## config.mk

```make
export PLATFORM = sky130hd
export DESIGN_NAME = ffa_alu
export DESIGN_NICKNAME = d
export VERILOG_FILES = /design/src/sv/first_fit_heap_allocator_top_defines.svh /design/src/sv/ffa_pkg.sv /design/src/sv/ffa_alu.sv
export SDC_FILE = /design/constraint.sdc
export NUM_CORES = 1
export LEC_CHECK = 0
export BUFFER_PORTS_ARGS = -buffer_cell sky130_fd_sc_hd__buf_2
export CORE_UTILIZATION = 40
export DETAILED_ROUTE_END_ITERATION = 7
export PLACE_DENSITY = 0.76
export SLEW_MARGIN = 20
export SYNTH_ARGS = -nofsm -noshare
export SYNTH_HDL_FRONTEND = slang
export SYNTH_SLANG_ARGS = --single-unit
```

## constraint.sdc

```tcl
create_clock -name vclk -period 3.79
set_input_delay 0.379 -clock vclk [all_inputs]
set_output_delay 0.379 -clock vclk [all_outputs]
set_load 0.01 [all_outputs]
```

## src/sv/first_fit_heap_allocator_top_defines.svh

```systemverilog
// assertion macros used by the allocator sequencer
// expects signals clk and rst in the including module
`ifndef FIRST_FIT_HEAP_ALLOCATOR_TOP_DEFINES_SVH
`define FIRST_FIT_HEAP_ALLOCATOR_TOP_DEFINES_SVH

// same-cycle implication
`define FFA_ASSERT_IMP(lbl, ant, con, msg) \
  lbl: assert property (@(posedge clk) disable iff (rst) (ant) |-> (con)) \
    else $error(msg);

// next-cycle implication
`define FFA_ASSERT_NEXT(lbl, ant, con, msg) \
  lbl: assert property (@(posedge clk) disable iff (rst) (ant) |=> (con)) \
    else $error(msg);

`endif

```

## src/sv/ffa_pkg.sv

```systemverilog
// constants, types and status codes of the first-fit heap allocator
// no dependencies
package ffa_pkg;

  localparam int ARENA_BYTES  = 65536;
  localparam int HEADER_BYTES = 40;
  localparam int GRAN_BYTES   = 8;
  localparam int GRAN_SH      = $clog2(GRAN_BYTES);
  localparam int NG           = ARENA_BYTES / GRAN_BYTES;
  localparam int IDX_W        = $clog2(NG);
  localparam int OFF_W        = IDX_W + 1;
  localparam int HDR_G        = HEADER_BYTES / GRAN_BYTES;
  localparam int SPLIT_G      = (HEADER_BYTES + GRAN_BYTES) / GRAN_BYTES;

  typedef logic [IDX_W-1:0] idx_t;
  typedef logic [OFF_W-1:0] off_t;

  // one block header, offsets and sizes in granules
  typedef struct packed {
    logic start;
    logic is_free;
    logic has_prev;
    idx_t size;
    idx_t prev;
  } hdr_t;

  typedef struct packed {
    off_t a;
    off_t b;
    logic sub;
  } alu_req_t;

  typedef struct packed {
    logic carry;
    off_t res;
  } alu_rsp_t;

  typedef enum logic [1:0] {
    ST_OK  = 2'd0,
    ST_OOM = 2'd1,
    ST_BAD = 2'd2,
    ST_DBL = 2'd3
  } status_t;

  typedef struct packed {
    logic [15:0] addr;
    status_t     status;
  } res_t;

endpackage

```

## src/sv/ffa_alu.sv

```systemverilog
// shared add / subtract unit of the allocator sequencer
// depends on ffa_pkg
module ffa_alu
  import ffa_pkg::*;
(
  input  alu_req_t q,
  output alu_rsp_t r
);

  off_t bop;

  assign bop = q.sub ? ~q.b : q.b;
  assign {r.carry, r.res} = {1'b0, q.a} + {1'b0, bop} + {{OFF_W{1'b0}}, q.sub};

endmodule

```

==> metrics.md <==
| Metric | Value |
|---|---|
| Most frequent cells in the layout | 44 x buf_2, 17 x xor2_1, 15 x ha_1 |
| Final Cycle Share | 80.6% |
| Multi-input logic area | 860 µm² |
| Worst Tran Pin Value | 0.370 ns |
| Syn Nets | 165 |
| Initial DRC Count | 10 |
| Largest net degree at the start of global routing | 15 |
| # diodes | 0 |
| CP Max Fanout | 14 |
| Cts repair resizes | 0 |
| Outcome | completed |
| Data arrival, critical path | 2.67 ns |
| Max incr delay on CP | 0.33 ns |
| Final core utilization | 55.8% |
| Vias/cell | 5.40 |
| Fmax | 0.327 GHz |
| Slew Limit Fails | 0 |
| Leakage | 0.593 nW |
| Final setup fails | 0 |
| Core box area | 2020 µm² |
| WL/cell | 11.1 µm |
| Via Count | 1,015 |
| Final wirelength | 2.09 mm |
| Hold wc startpoint | q[1] |
| Hold_buf cts | 0 |
| Max-cap violations | 0 |
| Slew HR | 74.7% |
| Delay-heaviest family, CP | simple AND/OR/NAND/NOR gates |
| Tmin final | 3.05 ns |
| Net switching fraction of the power | 54.2% |
| Layout cells sized above 1 | 29.2% |
| Grt total ovfl | 0 |
| Combinational fraction of design power | 100.0% |
| CP startpoint kind | input pin |
| Synth-to-layout area growth | 27.2% |
| Req. time, crit path | 3.41 ns |
| I/O pin count | 44 |
| Hold Path Class | in -> out |
| Commonest non-fill, non-tap cell in the layout | buf_2 |
| PortBufs | 44 |
| Buffers & Inverters on Critical Path | 2 |
| Hpwl dp | 1.83 mm |
| Seq_cells | 0 |
| Setup_tns | 0 ns |
| RSZ-0062 raised after global routing | no |
| CP Capture Type | output port |
| Final Wtd Congestion | 0.845 |
| DRC viols | 0 |
| Post-synthesis instance area | 887 µm² |
| Worst-path cell chain | buf_2, xor2_1, ha_1, and4_1, and2_0, or3_1, o2111a_1, a311oi_1, buf_2 |
| Yosys warning count | 0 |
| Initial Util | 43.9% |
| Synthesized instance count | 120 |
| Kind of critical path | in -> out |
| Fill count | 222 |
| Final Hold Vio Count | 0 |
| Core Rows | 16 |
| CP startpoint | q[0] |
| Overall Global Routing Usage | 18.4% |
| Antenna viol nets, final | 0 |
| Register Area | 0 µm² |
| Seq/Total Area, Yosys | 0% |
| Flop pwr share | 0% |
| CP most frequent cell | buf_2 |
| Initial antenna violation count | 0 |
| Final Net Count | 208 |
| Net Switching | 0.154 mW |
| Vias in the first global route | 934 |
| First-pass GRT wire length | 3.77 mm |
| Internal power | 0.131 mW |
| Clock network power share | 0% |
| Cell variety after synth | 40 |
| Pwr per Cell Area | 253 nW/µm² |
| Setup Fix Bufs, Post-CTS | 0 |
| Post-Syn Area per Cell | 7.39 µm² |
| Clkbuf count | 0 |
| VDD IR max | 0.128 mV |
| Die width | 49.1 µm |
| Worst path slowest cell | ha_1 |
| Die height | 49.1 µm |
| Die Area | 2410 µm² |
| Pre-antenna DRT Iters | 4 |
## final timing paths
check	endpoint	slack, ns	cells after the start
setup / recovery	r[11]	0.74	9
hold / removal	r[0]	1.04	3
## through the flow
step / power [mW] / instance area (µm²) / worst slack, ns / hold slack (ns) / std cells
after floorplan: 0.197 / 887 / 0.633 / 0.834 / 120
after global placement: 0.278 / 1130 / 0.779 / 1.03 / 188
after detailed placement: 0.284 / 1130 / 0.731 / 1.05 / 188
after CTS: 0.286 / 1130 / 0.728 / 1.05 / 188
after global routing: 0.320 / 1130 / 0.614 / 1.06 / 188
final: 0.285 / 1130 / 0.736 / 1.04 / 188
## Yosys cell counts, drive strengths merged (3+ instances only)
library cell  number  area [µm²]
a21o               6        45.0
nand2              9        33.8
xor2              17         149
a21oi             10        50.1
nand3              5        25.0
a211o              3        26.3
inv                4        15.0
xnor2              4        35.0
nor2               7        26.3
ha                15         188
o21ai              6        30.0
## worst min-delay path, delay by kind of cell
| kind | cells | cell delay, ns |
|---|---|---|
| buf+inv | 2 | 0.23 |
| xor+xnor | 1 | 0.06 |
## layout make-up
class	instances	share of cell area, %
Inverter	4	1.33
Multi-Input combinational cell	113	76.2
Tap cell	27	2.99
Timing Repair Buffer	44	19.5
## cells by family after synthesis
group                    count (synthesis)  synth area share [%]
multiplexers                             2                  2.40
buffers and inverters                    7                  3.10
XOR/XNOR                                21                  20.7
AO/OA/AOI/OAI                           39                  30.2
AND/OR/NAND/NOR                         35                  20.2
adder cells (fa/ha/maj)                 16                  23.4
## metal layers
| layer | GRT usage, % | part of all wire [%] | vias up |
|---|---|---|---|
| met5 | 0 | 0 | - |
| li1 | - | - | 531 |
| met1 | 24.0 | 46 | 447 |
| met3 | 0.623 | 5.1 | 2 |
| met2 | 34.0 | 48 | 35 |
| met4 | 1.96 | 0.81 | 0 |
## power groups by stage
stage / clock network (mW) / logic (mW) / registers, mW
2_1_floorplan: 0 / 0.197 / 0
3_3_place_gp: 0 / 0.278 / 0
3_5_place_dp: 0 / 0.284 / 0
4_1_cts: 0 / 0.286 / 0
5_1_grt: 0 / 0.320 / 0
6_report: 0 / 0.285 / 0
(Power assumes the default switching activity.)
